--- config.mk ---
export PLATFORM = sky130hd
export DESIGN_NAME = hex_record_checker_framer_top
export DESIGN_NICKNAME = d
export VERILOG_FILES = /design/src/rtl/hrcf_pkg.sv /design/src/rtl/hrcf_datapath.sv /design/src/rtl/hrcf_ctrl.sv /design/src/rtl/hex_record_checker_framer_top.sv
export VERILOG_INCLUDE_DIRS = /design/src /design/src/rtl
export SDC_FILE = /design/constraint.sdc
export NUM_CORES = 1
export LEC_CHECK = 0
export BUFFER_PORTS_ARGS = -buffer_cell sky130_fd_sc_hd__buf_2
export CORE_MARGIN = 2
export CORE_UTILIZATION = 55
export CTS_BUF_LIST = sky130_fd_sc_hd__clkbuf_2 sky130_fd_sc_hd__clkbuf_4 sky130_fd_sc_hd__clkbuf_8
export CTS_CLUSTER_DIAMETER = 120
export CTS_CLUSTER_SIZE = 8
export DETAILED_ROUTE_END_ITERATION = 16
export PLACE_DENSITY_LB_ADDON = 0.25
export SYNTH_ARGS = -nofsm -noshare
export SYNTH_HDL_FRONTEND = slang
export SYNTH_HIERARCHICAL = 1
export SYNTH_SLANG_ARGS = --single-unit
export TNS_END_PERCENT = 100
--- constraint.sdc ---
create_clock -name clock -period 11.9 [get_ports clock]
set_input_delay 0 -clock clock [delete_from_list [all_inputs] [get_ports clock]]
set_output_delay 0 -clock clock [all_outputs]
set_load 0.01 [all_outputs]
--- src/rtl/hex_record_checker_framer_top_macros.svh ---
// assertion macros for the hex record checker and framer
// included by modules that carry concurrent assertions; needs a clock and reset in scope
`ifndef HEX_RECORD_CHECKER_FRAMER_TOP_MACROS_SVH
`define HEX_RECORD_CHECKER_FRAMER_TOP_MACROS_SVH

// plain property, checked on every rising edge outside reset
`define HRCF_ASSERT(label, prop, msg) \
   label: assert property (@(posedge clock) disable iff (reset) (prop)) else $error(msg);

// same-cycle implication
`define HRCF_ASSERT_IMPL(label, ante, cons, msg) \
   label: assert property (@(posedge clock) disable iff (reset) (ante) |-> (cons)) \
      else $error(msg);

// next-cycle implication
`define HRCF_ASSERT_NEXT(label, ante, cons, msg) \
   label: assert property (@(posedge clock) disable iff (reset) (ante) |=> (cons)) \
      else $error(msg);

`endif

--- src/rtl/hrcf_pkg.sv ---
// shared types, constants and the digit decode for the hex record checker and framer
// used by hrcf_datapath, hrcf_ctrl and hex_record_checker_framer_top
package hrcf_pkg;

   localparam int MAX_DATA_DEF   = 32;
   localparam int LINE_CHARS_DEF = 256;
   localparam int REC_OVERHEAD   = 5;   // count, address high, address low, type, checksum
   localparam int REC_HDR        = 4;   // bytes ahead of the data

   localparam logic [7:0] CH_COLON = 8'h3A;
   localparam logic [7:0] CH_PLUS  = 8'h2B;
   localparam logic [7:0] CH_MINUS = 8'h2D;
   localparam logic [7:0] CH_CR    = 8'h0D;
   localparam logic [7:0] CH_LF    = 8'h0A;
   localparam logic [7:0] BYTE_FF  = 8'hFF;
   localparam logic [7:0] BYTE_00  = 8'h00;

   localparam logic [7:0] TYPE_DATA = 8'h00;
   localparam logic [7:0] TYPE_EOF  = 8'h01;

   localparam logic KIND_CHAR = 1'b0;
   localparam logic KIND_END  = 1'b1;

   localparam logic [2:0] ST_FRAME    = 3'd0;
   localparam logic [2:0] ST_FORMAT   = 3'd1;
   localparam logic [2:0] ST_LENGTH   = 3'd2;
   localparam logic [2:0] ST_CHECKSUM = 3'd3;
   localparam logic [2:0] ST_DONE     = 3'd4;

   typedef enum logic [1:0] {
      VD_SKIP   = 2'd0,
      VD_FRAME  = 2'd1,
      VD_RESULT = 2'd2
   } verdict_type;

   typedef struct packed {
      logic accept;
      logic clear;
      logic load_verdict;
      logic load_frame;
      logic emit_init;
   } cmd_type;

   typedef struct packed {
      logic        line_end;
      logic        out_free;
      verdict_type verdict;
      logic        frame_last;
   } sts_type;

   // loose digit rule: anything below '0' or at 0x80 and above is zero
   function automatic logic [5:0] digit_value(input logic [7:0] c);
      logic [7:0] v;
      begin
         if (c >= 8'h80)      v = 8'h00;
         else if (c >= 8'h61) v = c - 8'h61 + 8'd10;
         else if (c >= 8'h41) v = c - 8'h41 + 8'd10;
         else if (c >= 8'h30) v = c - 8'h30;
         else                 v = 8'h00;
         digit_value = v[5:0];
      end
   endfunction

endpackage

--- src/rtl/hrcf_datapath.sv ---
// datapath: character hold-back, pair decode, record memory, line checks and result register
// depends on hrcf_pkg; driven by hrcf_ctrl through cmd_type, reports through sts_type
module hrcf_datapath
   import hrcf_pkg::*;
#(
   parameter int MAX_DATA   = MAX_DATA_DEF,
   parameter int LINE_CHARS = LINE_CHARS_DEF
) (
   input  logic       clock,
   input  logic       reset,
   input  logic [7:0] req_tdata,    // char_in
   input  logic [0:0] req_tuser,    // kind
   input  cmd_type    cmd,
   output sts_type    sts,
   output logic       rsp_tvalid,
   input  logic       rsp_tready,
   output logic [7:0] rsp_tdata,    // out_byte
   output logic [2:0] rsp_tuser,    // status
   output logic       rsp_tlast
);

   localparam int REC_DEPTH = MAX_DATA + REC_OVERHEAD;
   localparam int IDX_W     = $clog2(REC_DEPTH);
   localparam int BC_W      = $clog2(REC_DEPTH + 1);
   localparam int CI_W      = $clog2(LINE_CHARS + 1);

   logic [7:0] rec_mem [REC_DEPTH];

   logic [BC_W-1:0]  byte_count_ff, byte_count_in;
   logic [3:0]       high_nibble_ff, high_nibble_in;
   logic             pend_ff, pend_in;
   logic [7:0]       held_char_ff, held_char_in;
   logic             held_valid_ff, held_valid_in;
   logic [CI_W-1:0]  char_index_ff, char_index_in;
   logic             colon_ff, colon_in;
   logic [7:0]       sum_ff, sum_in;
   logic [BC_W-1:0]  ff_count_ff, ff_count_in;
   logic             overflow_ff, overflow_in;
   logic             at_end_ff, at_end_in;
   logic [7:0]       rec_count_ff, rec_count_in;
   logic [7:0]       addr_hi_ff, addr_hi_in;
   logic [7:0]       addr_lo_ff, addr_lo_in;
   logic [7:0]       rec_type_ff, rec_type_in;
   logic [7:0]       last_byte_ff, last_byte_in;
   logic [IDX_W-1:0] emit_idx_ff, emit_idx_in;
   logic [7:0]       rd_q_ff;
   logic             rsp_valid_ff, rsp_valid_in;
   logic [7:0]       rsp_byte_ff, rsp_byte_in;
   logic [2:0]       rsp_status_ff, rsp_status_in;
   logic             rsp_last_ff, rsp_last_in;

   logic       line_end;
   logic       take_en;
   logic [5:0] dv;
   logic [7:0] pair_byte;
   logic       wr_en;
   logic       len_bad;
   logic       eof;
   logic [BC_W-1:0] data_ff;
   logic [2:0] res_status;
   logic [7:0] res_byte;
   logic [7:0] frame_byte;
   verdict_type verdict;
   logic       frame_last;
   logic       out_free;

   assign line_end  = (req_tuser[0] == KIND_END) || (req_tdata == CH_LF);
   // the held character goes in unless it is a carriage return right before a line feed
   assign take_en   = cmd.accept && held_valid_ff &&
                      (!line_end || (req_tuser[0] == KIND_END) || (held_char_ff != CH_CR));
   assign dv        = digit_value(held_char_ff);
   assign pair_byte = {high_nibble_ff, 4'b0000} + {2'b00, dv};

   always_comb begin
      byte_count_in  = byte_count_ff;
      high_nibble_in = high_nibble_ff;
      pend_in        = pend_ff;
      held_char_in   = held_char_ff;
      held_valid_in  = held_valid_ff;
      char_index_in  = char_index_ff;
      colon_in       = colon_ff;
      sum_in         = sum_ff;
      ff_count_in    = ff_count_ff;
      overflow_in    = overflow_ff;
      at_end_in      = at_end_ff;
      rec_count_in   = rec_count_ff;
      addr_hi_in     = addr_hi_ff;
      addr_lo_in     = addr_lo_ff;
      rec_type_in    = rec_type_ff;
      last_byte_in   = last_byte_ff;
      wr_en          = 1'b0;

      if (cmd.clear) begin
         byte_count_in = '0;
         pend_in       = 1'b0;
         held_valid_in = 1'b0;
         char_index_in = '0;
         colon_in      = 1'b0;
         sum_in        = '0;
         ff_count_in   = '0;
         overflow_in   = 1'b0;
      end

      if (take_en) begin
         if (char_index_ff >= CI_W'(LINE_CHARS)) begin
            overflow_in = 1'b1;
         end else begin
            char_index_in = char_index_ff + 1'b1;
            if (char_index_ff == '0) begin
               colon_in = (held_char_ff == CH_COLON);
            end else if (!pend_ff) begin
               high_nibble_in = dv[3:0];
               pend_in        = 1'b1;
            end else begin
               pend_in = 1'b0;
               if (byte_count_ff < BC_W'(REC_DEPTH)) begin
                  wr_en         = 1'b1;
                  sum_in        = sum_ff + pair_byte;
                  byte_count_in = byte_count_ff + 1'b1;
                  last_byte_in  = pair_byte;
                  if (byte_count_ff >= BC_W'(REC_HDR) && pair_byte == BYTE_FF) begin
                     ff_count_in = ff_count_ff + 1'b1;
                  end
                  case (byte_count_ff)
                     BC_W'(0): rec_count_in = pair_byte;
                     BC_W'(1): addr_hi_in   = pair_byte;
                     BC_W'(2): addr_lo_in   = pair_byte;
                     BC_W'(3): rec_type_in  = pair_byte;
                     default: ;
                  endcase
               end else begin
                  overflow_in = 1'b1;
               end
            end
         end
      end

      if (cmd.accept) begin
         if (!line_end) begin
            held_char_in  = req_tdata;
            held_valid_in = 1'b1;
         end else begin
            held_valid_in = 1'b0;
            at_end_in     = (req_tuser[0] == KIND_END);
         end
      end
   end

   // line checks, in priority order
   assign len_bad = overflow_ff || (byte_count_ff < BC_W'(REC_OVERHEAD)) ||
                    (9'(byte_count_ff) != ({1'b0, rec_count_ff} + 9'd5));
   // the checksum byte was counted among the 0xff bytes when it is one
   assign data_ff = ff_count_ff - BC_W'(last_byte_ff == BYTE_FF);
   assign eof     = at_end_ff || (rec_type_ff == TYPE_EOF) ||
                    ((rec_type_ff == TYPE_DATA) && (8'(data_ff) == rec_count_ff));

   always_comb begin
      verdict    = VD_RESULT;
      res_status = ST_DONE;
      if (!colon_ff) begin
         res_status = ST_FORMAT;
      end else if (len_bad) begin
         res_status = ST_LENGTH;
      end else if (sum_ff != 8'h00) begin
         res_status = ST_CHECKSUM;
      end else if (eof) begin
         res_status = ST_DONE;
      end else if (rec_type_ff == TYPE_DATA) begin
         verdict = VD_FRAME;
      end else begin
         verdict = VD_SKIP;
      end
   end

   assign res_byte = (res_status == ST_DONE) ? BYTE_00 : CH_MINUS;

   always_comb begin
      case (emit_idx_ff)
         IDX_W'(0): frame_byte = CH_PLUS;
         IDX_W'(1): frame_byte = addr_hi_ff;
         IDX_W'(2): frame_byte = addr_lo_ff;
         IDX_W'(3): frame_byte = rec_count_ff;
         default:   frame_byte = rd_q_ff;
      endcase
   end

   // frame holds count + 4 bytes, that is byte_count - 1
   assign frame_last = (BC_W'(emit_idx_ff) == (byte_count_ff - BC_W'(2)));
   assign out_free   = !rsp_valid_ff || rsp_tready;

   always_comb begin
      emit_idx_in = emit_idx_ff;
      if (cmd.emit_init) begin
         emit_idx_in = '0;
      end else if (cmd.load_frame && !frame_last) begin
         emit_idx_in = emit_idx_ff + 1'b1;
      end
   end

   always_comb begin
      rsp_valid_in  = rsp_valid_ff && !rsp_tready;
      rsp_byte_in   = rsp_byte_ff;
      rsp_status_in = rsp_status_ff;
      rsp_last_in   = rsp_last_ff;
      if (cmd.load_verdict) begin
         rsp_valid_in  = 1'b1;
         rsp_byte_in   = res_byte;
         rsp_status_in = res_status;
         rsp_last_in   = 1'b1;
      end else if (cmd.load_frame) begin
         rsp_valid_in  = 1'b1;
         rsp_byte_in   = frame_byte;
         rsp_status_in = ST_FRAME;
         rsp_last_in   = frame_last;
      end
   end

   always_ff @(posedge clock) begin
      if (wr_en) begin
         rec_mem[byte_count_ff[IDX_W-1:0]] <= pair_byte;
      end
      // read ahead at the next index so data is ready when that byte is loaded
      rd_q_ff <= rec_mem[emit_idx_in];
   end

   always_ff @(posedge clock) begin
      if (reset) begin
         byte_count_ff <= '0;
         pend_ff       <= 1'b0;
         held_valid_ff <= 1'b0;
         char_index_ff <= '0;
         colon_ff      <= 1'b0;
         sum_ff        <= '0;
         ff_count_ff   <= '0;
         overflow_ff   <= 1'b0;
         at_end_ff     <= 1'b0;
         rsp_valid_ff  <= 1'b0;
      end else begin
         byte_count_ff <= byte_count_in;
         pend_ff       <= pend_in;
         held_valid_ff <= held_valid_in;
         char_index_ff <= char_index_in;
         colon_ff      <= colon_in;
         sum_ff        <= sum_in;
         ff_count_ff   <= ff_count_in;
         overflow_ff   <= overflow_in;
         at_end_ff     <= at_end_in;
         rsp_valid_ff  <= rsp_valid_in;
      end
   end

   always_ff @(posedge clock) begin
      high_nibble_ff <= high_nibble_in;
      held_char_ff   <= held_char_in;
      rec_count_ff   <= rec_count_in;
      addr_hi_ff     <= addr_hi_in;
      addr_lo_ff     <= addr_lo_in;
      rec_type_ff    <= rec_type_in;
      last_byte_ff   <= last_byte_in;
      emit_idx_ff    <= emit_idx_in;
      rsp_byte_ff    <= rsp_byte_in;
      rsp_status_ff  <= rsp_status_in;
      rsp_last_ff    <= rsp_last_in;
   end

   assign sts.line_end   = line_end;
   assign sts.out_free   = out_free;
   assign sts.verdict    = verdict;
   assign sts.frame_last = frame_last;

   assign rsp_tvalid = rsp_valid_ff;
   assign rsp_tdata  = rsp_byte_ff;
   assign rsp_tuser  = rsp_status_ff;
   assign rsp_tlast  = rsp_last_ff;

endmodule

--- src/rtl/hrcf_ctrl.sv ---
// controller: takes characters, runs the line-end check and frame replay, halts on error or done
// depends on hrcf_pkg and the assertion macros header; drives hrcf_datapath through cmd_type
`include "hex_record_checker_framer_top_macros.svh"

module hrcf_ctrl
   import hrcf_pkg::*;
(
   input  logic    clock,
   input  logic    reset,
   input  logic    req_tvalid,
   output logic    req_tready,
   input  sts_type sts,
   output cmd_type cmd
);

   typedef enum logic [3:0] {
      S_IDLE   = 4'b0001,
      S_FINISH = 4'b0010,
      S_EMIT   = 4'b0100,
      S_HALT   = 4'b1000
   } state_type;

   state_type state_ff, state_in;

   always_comb begin
      state_in   = state_ff;
      cmd        = '0;
      req_tready = 1'b0;
      case (state_ff)
         S_IDLE: begin
            req_tready = 1'b1;
            cmd.accept = req_tvalid;
            if (req_tvalid && sts.line_end) begin
               state_in = S_FINISH;
            end
         end
         S_FINISH: begin
            case (sts.verdict)
               VD_SKIP: begin
                  cmd.clear = 1'b1;
                  state_in  = S_IDLE;
               end
               VD_FRAME: begin
                  cmd.emit_init = 1'b1;
                  state_in      = S_EMIT;
               end
               VD_RESULT: begin
                  if (sts.out_free) begin
                     cmd.load_verdict = 1'b1;
                     state_in         = S_HALT;
                  end
               end
               default: state_in = S_FINISH;
            endcase
         end
         S_EMIT: begin
            if (sts.out_free) begin
               cmd.load_frame = 1'b1;
               if (sts.frame_last) begin
                  cmd.clear = 1'b1;
                  state_in  = S_IDLE;
               end
            end
         end
         S_HALT: begin
            // items are still taken and dropped until reset
            req_tready = 1'b1;
         end
         default: state_in = S_IDLE;
      endcase
   end

   always_ff @(posedge clock) begin
      if (reset) begin
         state_ff <= S_IDLE;
      end else begin
         state_ff <= state_in;
      end
   end

   `HRCF_ASSERT_NEXT(a_halt_sticks, state_ff == S_HALT, state_ff == S_HALT, "halt state left")
   `HRCF_ASSERT_NEXT(a_verdict_halts, cmd.load_verdict, state_ff == S_HALT, "no halt after result")
   `HRCF_ASSERT_IMPL(a_load_needs_room, cmd.load_frame || cmd.load_verdict, sts.out_free,
                     "result loaded over a waiting item")
   `HRCF_ASSERT_NEXT(a_clear_to_idle, cmd.clear, state_ff == S_IDLE, "line cleared outside return")
   `HRCF_ASSERT(a_accept_only_idle, !cmd.accept || (state_ff == S_IDLE), "item taken outside idle")

endmodule

--- src/rtl/hex_record_checker_framer_top.sv ---
// Intel HEX record checker and framer: takes the file text one character per item and
// checks each line for the leading colon, the record length and the checksum. A data
// record that does not end the file comes out as the frame '+', address high, address
// low, count, data, with tlast on the final byte; other record types give nothing; an
// error gives one '-' item with its status and an end-of-file record or end of input
// gives one done item, and after either the block drops all input until reset.
// Timing: characters are taken while the block is idle, and the checks run in the cycle
// after a line end; a data record then replays count + 4 bytes, one per cycle while rsp_tready
// is high, paced by the single output register and one record-memory read per byte.
// Depends on hrcf_pkg, hrcf_ctrl and hrcf_datapath.
module hex_record_checker_framer_top
   import hrcf_pkg::*;
#(
   parameter int MAX_DATA   = MAX_DATA_DEF,
   parameter int LINE_CHARS = LINE_CHARS_DEF
) (
   input  logic       clock,
   input  logic       reset,
   input  logic       req_tvalid,
   output logic       req_tready,
   input  logic [7:0] req_tdata,    // [7:0] char_in
   input  logic [0:0] req_tuser,    // [0] kind
   output logic       rsp_tvalid,
   input  logic       rsp_tready,
   output logic [7:0] rsp_tdata,    // [7:0] out_byte
   output logic [2:0] rsp_tuser,    // [2:0] status
   output logic       rsp_tlast
);

   cmd_type cmd;
   sts_type sts;

   hrcf_ctrl u_ctrl (
      .clock      (clock),
      .reset      (reset),
      .req_tvalid (req_tvalid),
      .req_tready (req_tready),
      .sts        (sts),
      .cmd        (cmd)
   );

   hrcf_datapath #(
      .MAX_DATA   (MAX_DATA),
      .LINE_CHARS (LINE_CHARS)
   ) u_datapath (
      .clock      (clock),
      .reset      (reset),
      .req_tdata  (req_tdata),
      .req_tuser  (req_tuser),
      .cmd        (cmd),
      .sts        (sts),
      .rsp_tvalid (rsp_tvalid),
      .rsp_tready (rsp_tready),
      .rsp_tdata  (rsp_tdata),
      .rsp_tuser  (rsp_tuser),
      .rsp_tlast  (rsp_tlast)
   );

endmodule

==> results.yml, run 1 <==
logic_synthesis:
  yosys_warnings: 6
  synth_compound_area_share_pct: 11.5
  synth_area_leaders: "edfxtp_1, dfxtp_1, nand2_1"
  yosysTopAreaCellShare_pct: 59.4
  synthAdderAreaFrac_pct: 2.63
  synth_top_family_by_area: "simple AND/OR/NAND/NOR gates"
  synth_simple_gate_area_share_pct: 14.2
  synth_cell_types: 84
  syn_nets: 1527
  post_synth_mux_area_share_pct: 1.48
  synth_edf_count: 359
  synth_common_cells: "edfxtp_1, nand2_1, nor2_1"
  synth_seq_cells: 413
  synth-seq-area-share_pct: 65.4
  syn-mean-instance-area_um2: 12.3
  yosysTopAreaCell: "edfxtp_1"
  synthCells: 1477
  synth-xor-area-share_pct: 1.83
  yosys_most_used_dff: "edfxtp_1"
  synth_most_common_cell: "edfxtp_1"
  synthArstFlopShare_pct: 0
  mappedNetlistArea_um2: 18100
sta:
  rsz0062_at_grt: "no"
  setup_violations: 0
  hold_violations: 0
  period_needed_ps: 6530
  finalCritPeriodShare_pct: 54.8
  tightest_slew_ps: 1320
  setup-tns-final_ps: 0
  relSlewSlack_pct: 11.5
  fmax_mhz: 153
  setup_ws_ps: 5370
  slew_violations: 0
  hold-worst-slack_ps: 147
  finClkSkew_ps: 26.0
worst_setup_path:
  rr_worst_depth: 19
  path_cells: "inv_1 > ha_1 > o21ai_0 > nor2b_1 > mux2_2 > o2111ai_1 > nor2_1 > nand2_1 > or3_1 > nor3_1 > nand2_1 > nor2_4 > nor2_1 > mux2i_4 > inv_2 > nor2_1 > nand3_1 > a31oi_1 > nor4_1"
  endpoint_kind: "flip-flop"
  crit_path_start: "u_datapath/byte_count_ff[0]"
  critical-path-max-stage-delay_ps: 1080
  crit_type: "flip-flop to flip-flop"
  arrival_ps: 6980
  cp.required_ps: 12360
  timing.rr.end: "u_datapath/rd_q_ff[3]"
  start_kind: "flip-flop"
  regToRegStartpoint: "u_datapath/byte_count_ff[0]"
  crit_end: "u_datapath/rd_q_ff[3]"
  cpMostUsedCell: "nor2_1"
  reg2reg_slack_ps: 5370
  critPathMaxFanout: 19
  critPathSlowestCell: "nor2_1"
clock_tree:
  clk_pin_slew_ps: 70
  htree_levels: 2
  cts_tree: "yes"
  cts_buffer_depth: 3
  post-cts-setup-buffer-count: 0
  numCtsBuffers: 57
  cts_resized: 0
  clock_latency_ps: 590
  cts_sinks: 413
  ctsRootBufferMaster: "clkbuf_8"
grt:
  grt_pass1_wl_mm: 68.9
  grt_pass1_vias: 11900
  track_usage_pct: 26.3
  antenna_found_initial: 2
  grt_max_degree: 93
  gr-total-overflow: 0
pwr:
  power.share.clock_pct: 39.9
  swShare_pct: 20.4
  p_seq_share_pct: 57.7
  leakage_nw: 6.88
  p_per_area_nw_per_um2: 138
  p_int_w: 0.00219
  power.switching_w: 0.000562
  combinationalPowerShare_pct: 2.4
  ir_drop_mv: 0.0930
die:
  initial_utilization_pct: 55.8
  ios: 27
  chipWidth_um: 186
  die_h_um: 186
  rows: 66
  core-area_um2: 32500
  die_area_um2: 34500
finish:
  final_area_um2: 19900
  fin_nets: 1561
  utilization_pct: 61.1
  drive_gt1_share_pct: 11.6
  areaGrowthSynthToFinish_pct: 9.56
  nFillCells: 2626
placement:
  dp_slack_ps: 5480
  dpl.hpwl_mm: 27.7
  place_congestion: 0.880
  placed_area_um2: 18600
  portBuffers: 26
route:
  routedWlPerCell_um: 22.3
  wirelength_mm: 44.6
  drt_iter0_drc: 1303
  num_vias: 12400
  detail-route-antenna-nets: 0
  drc: 0
  first_pass_iters: 6
  routed_via_density: 6.19
worst_hold_path:
  worstHoldPathType: "input port to flip-flop"
outcome:
  outcome: "finished clean"
job:
  maxCapViolations: 0
## final cells by class
type,count,area (µm²),area share (%)
Timing Repair Buffer,57,398,2.00
Tap cell,442,553,2.78
Antenna cell,1,2.50,0.0126
Inverter,36,138,0.692
Clock inverter,3,20.0,0.101
Clock buffer,103,1130,5.68
Sequential cell,413,11900,59.7
Multi-Input combinational cell,946,5780,29.1
## metal layers
layer / wire length (µm) / GRT usage, % / vias up
met2: 21600 / 43.1 / 586
met4: 1450 / 8.85 / 2
met3: 3650 / 5.11 / 93
met1: 17900 / 35.4 / 6051
met5: 13 / 0 / -
li1: - / - / 5648
## worst min-delay path by stage
| stage | startpoint | end | slack, ps | cells past startpoint |
|---|---|---|---|---|
| 2_1_floorplan | reset | u_ctrl/state_ff[2] | 70 | 1 |
| 3_3_place_gp | req_tdata[3] | u_datapath/held_char_ff[3] | 190 | 1 |
| 3_5_place_dp | req_tdata[1] | u_datapath/held_char_ff[1] | 190 | 1 |
| 4_1_cts | req_tdata[0] | u_datapath/held_char_ff[0] | 120 | 2 |
| 5_1_grt | req_tdata[2] | u_datapath/held_char_ff[2] | 150 | 2 |
| 6_report | req_tdata[0] | u_datapath/held_char_ff[0] | 150 | 2 |
## per-stage QoR
stage,power (W),std cells
2_1_floorplan,0.00165,1477
3_3_place_gp,0.00168,1880
3_5_place_dp,0.00168,1880
4_1_cts,0.00276,2000
5_1_grt,0.00283,2000
6_report,0.00275,2001
## power by group through the flow
stage               sequential [W]  combinational [W]  clock (W)
finish                     0.00159          0.0000658    0.00110
global route               0.00158          0.0000728    0.00117
CTS                        0.00158          0.0000659    0.00111
detailed placement         0.00162          0.0000615          0
global placement           0.00162          0.0000599          0
floorplan                  0.00161          0.0000346          0
## placed cells by master, fill, tap and decap left out, drive strengths merged, types with 4 or more instances in the layout
master	n
ha	35
or2	4
xor2	11
a31oi	62
nand2b	13
inv	34
a21oi	49
nand2	206
a221o	7
nand3b	6
nand3	74
dfxtp	54
buf	43
o221ai	8
a211oi	39
nor3	14
nor4	19
nor2	116
mux2i	23
or4	5
clkbuf	103
o32ai	7
nand4	11
xnor2	26
and2	10
o21ai	48
or3	5
and3	38
a22oi	27
a32oi	18
o211ai	7
edfxtp	359
dlygate4sd3	14
nor2b	10
## state kept, by name, indices dropped and copies added, names as in the netlist, 6 cells and up
| signal | flops |
|---|---|
| u_datapath/sum_ff | 8 |
| u_datapath/rsp_tdata | 8 |
| u_datapath/char_index_ff | 9 |
| u_datapath/emit_idx_ff | 6 |
| u_datapath/rec_type_ff | 8 |
| u_datapath/rec_mem | 296 |
| u_datapath/last_byte_ff | 8 |
| u_datapath/ff_count_ff | 6 |
| u_datapath/byte_count_ff | 6 |
| u_datapath/rd_q_ff | 8 |
| u_datapath/held_char_ff | 8 |
| u_datapath/rec_count_ff | 8 |
| u_datapath/addr_lo_ff | 8 |
| u_datapath/addr_hi_ff | 8 |
## cells by family (layout without fill, tap and decap cells)
kind of cell,Yosys count,count (layout)
muxes,25,25
adders and majority gates,37,37
and+or+nand+nor,544,544
other,0,1
xor gates and xnor gates,37,37
buffers and inverters,118,199
DFF,413,413
AOI/OAI and AO/OA,303,303
## critical path: cells and delay by family (launching register included)
kind            cells  cell delay [ps]
compound gates      3             1010
fa+ha+maj           1              230
buf+inv             2              520
flops               1              590
mux                 2              770
simple gates       11             3270
## what timing repair did
item / in CTS / in global routing
setup endpoints to repair: 0 / 0
hold buffers: 14 / 0
endpoints found under the hold margin: 28 / 0
(Power assumes the default switching activity.)
==> run 2: changes to the inputs <==
==> constraint.sdc (replaced) <==
create_clock -name clock -period 6.8 [get_ports clock]
set_input_delay 0 -clock clock [delete_from_list [all_inputs] [get_ports clock]]
set_output_delay 0 -clock clock [all_outputs]
set_load 0.01 [all_outputs]
==> results.yml, run 2 (synthesis results as in run 1) <==
outcome:
  outcome: "finished clean"
grt:
  track_usage_pct: 27.7
  antenna_found_initial: 0
  grt_max_degree: 78
  grt_pass1_wl_mm: 71.0
  grt_pass1_vias: 12400
  gr-total-overflow: 0
worst_setup_path:
  rr_worst_depth: 20
  start_kind: "flip-flop"
  endpoint_kind: "flip-flop"
  timing.rr.end: "u_datapath/rd_q_ff[6]"
  reg2reg_slack_ps: 880
  arrival_ps: 6470
  crit_type: "flip-flop to flip-flop"
  regToRegStartpoint: "u_datapath/byte_count_ff[0]"
  cp.required_ps: 7350
  critPathMaxFanout: 77
route:
  routed_via_density: 6.27
  first_pass_iters: 6
  met3_length_mm: 4.23
  detail-route-antenna-nets: 0
  wl_met2_mm: 22.4
  wl_met1_mm: 18.3
  routedWlPerCell_um: 23.5
  drt_iter0_drc: 1545
  dr.max_layer_used: "met4"
  wirelength_mm: 47.1
  num_vias: 12600
  drc: 0
job:
  maxCapViolations: 0
clock_tree:
  cts_sinks: 413
  post-cts-setup-buffer-count: 0
  clock_latency_ps: 620
  cts_resized: 0
  htree_levels: 2
  cts_tree: "yes"
  cts_buffer_depth: 3
  ctsRootBufferMaster: "clkbuf_8"
  numCtsBuffers: 57
  clk_pin_slew_ps: 70
die:
  die_area_um2: 34500
  core-area_um2: 32500
  chipWidth_um: 186
  rows: 66
  die_h_um: 186
  ios: 27
  initial_utilization_pct: 55.8
pwr:
  ir_drop_mv: 0.134
  p_per_area_nw_per_um2: 243
  finalPower_w: 0.00484
  leakage_nw: 6.92
sta:
  setup-tns-final_ps: 0
  hold_violations: 0
  period_needed_ps: 5920
  rsz0062_at_grt: "no"
  tightest_slew_ps: 1080
  setup_violations: 0
  slew_violations: 0
  finalCritPeriodShare_pct: 87.1
  relSlewSlack_pct: 27.5
  finClkSkew_ps: 25.0
  fmax_mhz: 169
worst_hold_path:
  hp-start: "req_tdata[3]"
  worstHoldPathType: "input port to flip-flop"
  holdPathEnd: "u_datapath/held_char_ff[3]"
  hold_depth: 2
finish:
  final_common_cell: "edfxtp_1"
  drive_gt1_share_pct: 11.9
  final_cell_mix: "edfxtp_1, nand2_1, nor2_1"
  fin_nets: 1568
  areaGrowthSynthToFinish_pct: 9.85
  largest_reg_flops: 296
placement:
  place_congestion: 0.857
  dpl.hpwl_mm: 29.7
  portBuffers: 26
## run 2: changes by cell type in the layout (fill, tap and decap cells not counted)
cell	change
clkinvlp_4	-2
buf_4	+7
o21ai_4	-1
o21ai_2	+1
clkbuf_8	+1
inv_6	+1
## run 2: cell type report
type / count / area, µm²
clock inverter: 2 / 13.8
clock buffer: 104 / 1140
timing repair buffer: 64 / 450
multi-input combinational: 946 / 5770
inverter: 36 / 138
tap: 442 / 553
antenna: 1 / 2.50
fill: 2604 / 12600
sequential: 413 / 11900
## run 2: repair_timing
action | in CTS | in global routing
endpoints found under the setup margin | 0 | 0
hold buffers | 14 | 0
endpoints found under the hold margin | 46 | 0
## run 2: worst max path at each step
stage                                           start                        end  slack, ps  cells after the start
after floorplan            u_datapath/held_char_ff[0]  u_datapath/ff_count_ff[2]       1730                     18
after global placement    u_datapath/byte_count_ff[0]      u_datapath/rd_q_ff[6]       1300                     20
after detailed placement  u_datapath/byte_count_ff[0]      u_datapath/rd_q_ff[3]       1010                     20
after CTS                 u_datapath/byte_count_ff[0]      u_datapath/rd_q_ff[3]        970                     20
after global routing      u_datapath/byte_count_ff[0]      u_datapath/rd_q_ff[7]        370                     20
final                     u_datapath/byte_count_ff[0]      u_datapath/rd_q_ff[6]        880                     20
## run 2: layer usage
layer / vias up / track usage, %
met5: - / 0
met4: 0 / 12.8
met3: 142 / 6.20
met2: 645 / 45.7
met1: 6146 / 35.0
li1: 5656 / -
## run 2: worst max-delay path, cell delays in order, from the launching register on
cell and delay (ps):
dfxtp_1 610, inv_1 210, ha_1 260, o21ai_0 300, nor2b_1 170, mux2_2 150, o2111ai_1 120, nor2_1 160
nand2_1 100, or3_1 460, nor3_1 450, nand2_1 180, nor2_4 320, nand2b_1 280, a21oi_2 190, nor2_4 220
buf_4 650, nand2_1 150, a32o_1 270, o21ai_0 320, o2111a_1 240
## run 2: through the flow
stage                     instances  hold slack [ps]  instance area [µm²]  util [%]  worst slack, ps
final                          2008              109                19900      61.3              880
after global routing           2007              125                19900      61.3              370
after CTS                      2007             86.8                19900      61.3              970
after detailed placement       1887              190                18600      57.3             1010
after global placement         1887              189                18600      57.3             1300
after floorplan                1477             66.9                18100         -             1730
## run 2: power by group
group | total, W | switching (W) | internal, W
Sequential | 0.00277 | 0.0000100 | 0.00276
Clock | 0.00194 | 0.000903 | 0.00104
Combinational | 0.000119 | 0.0000861 | 0.0000332
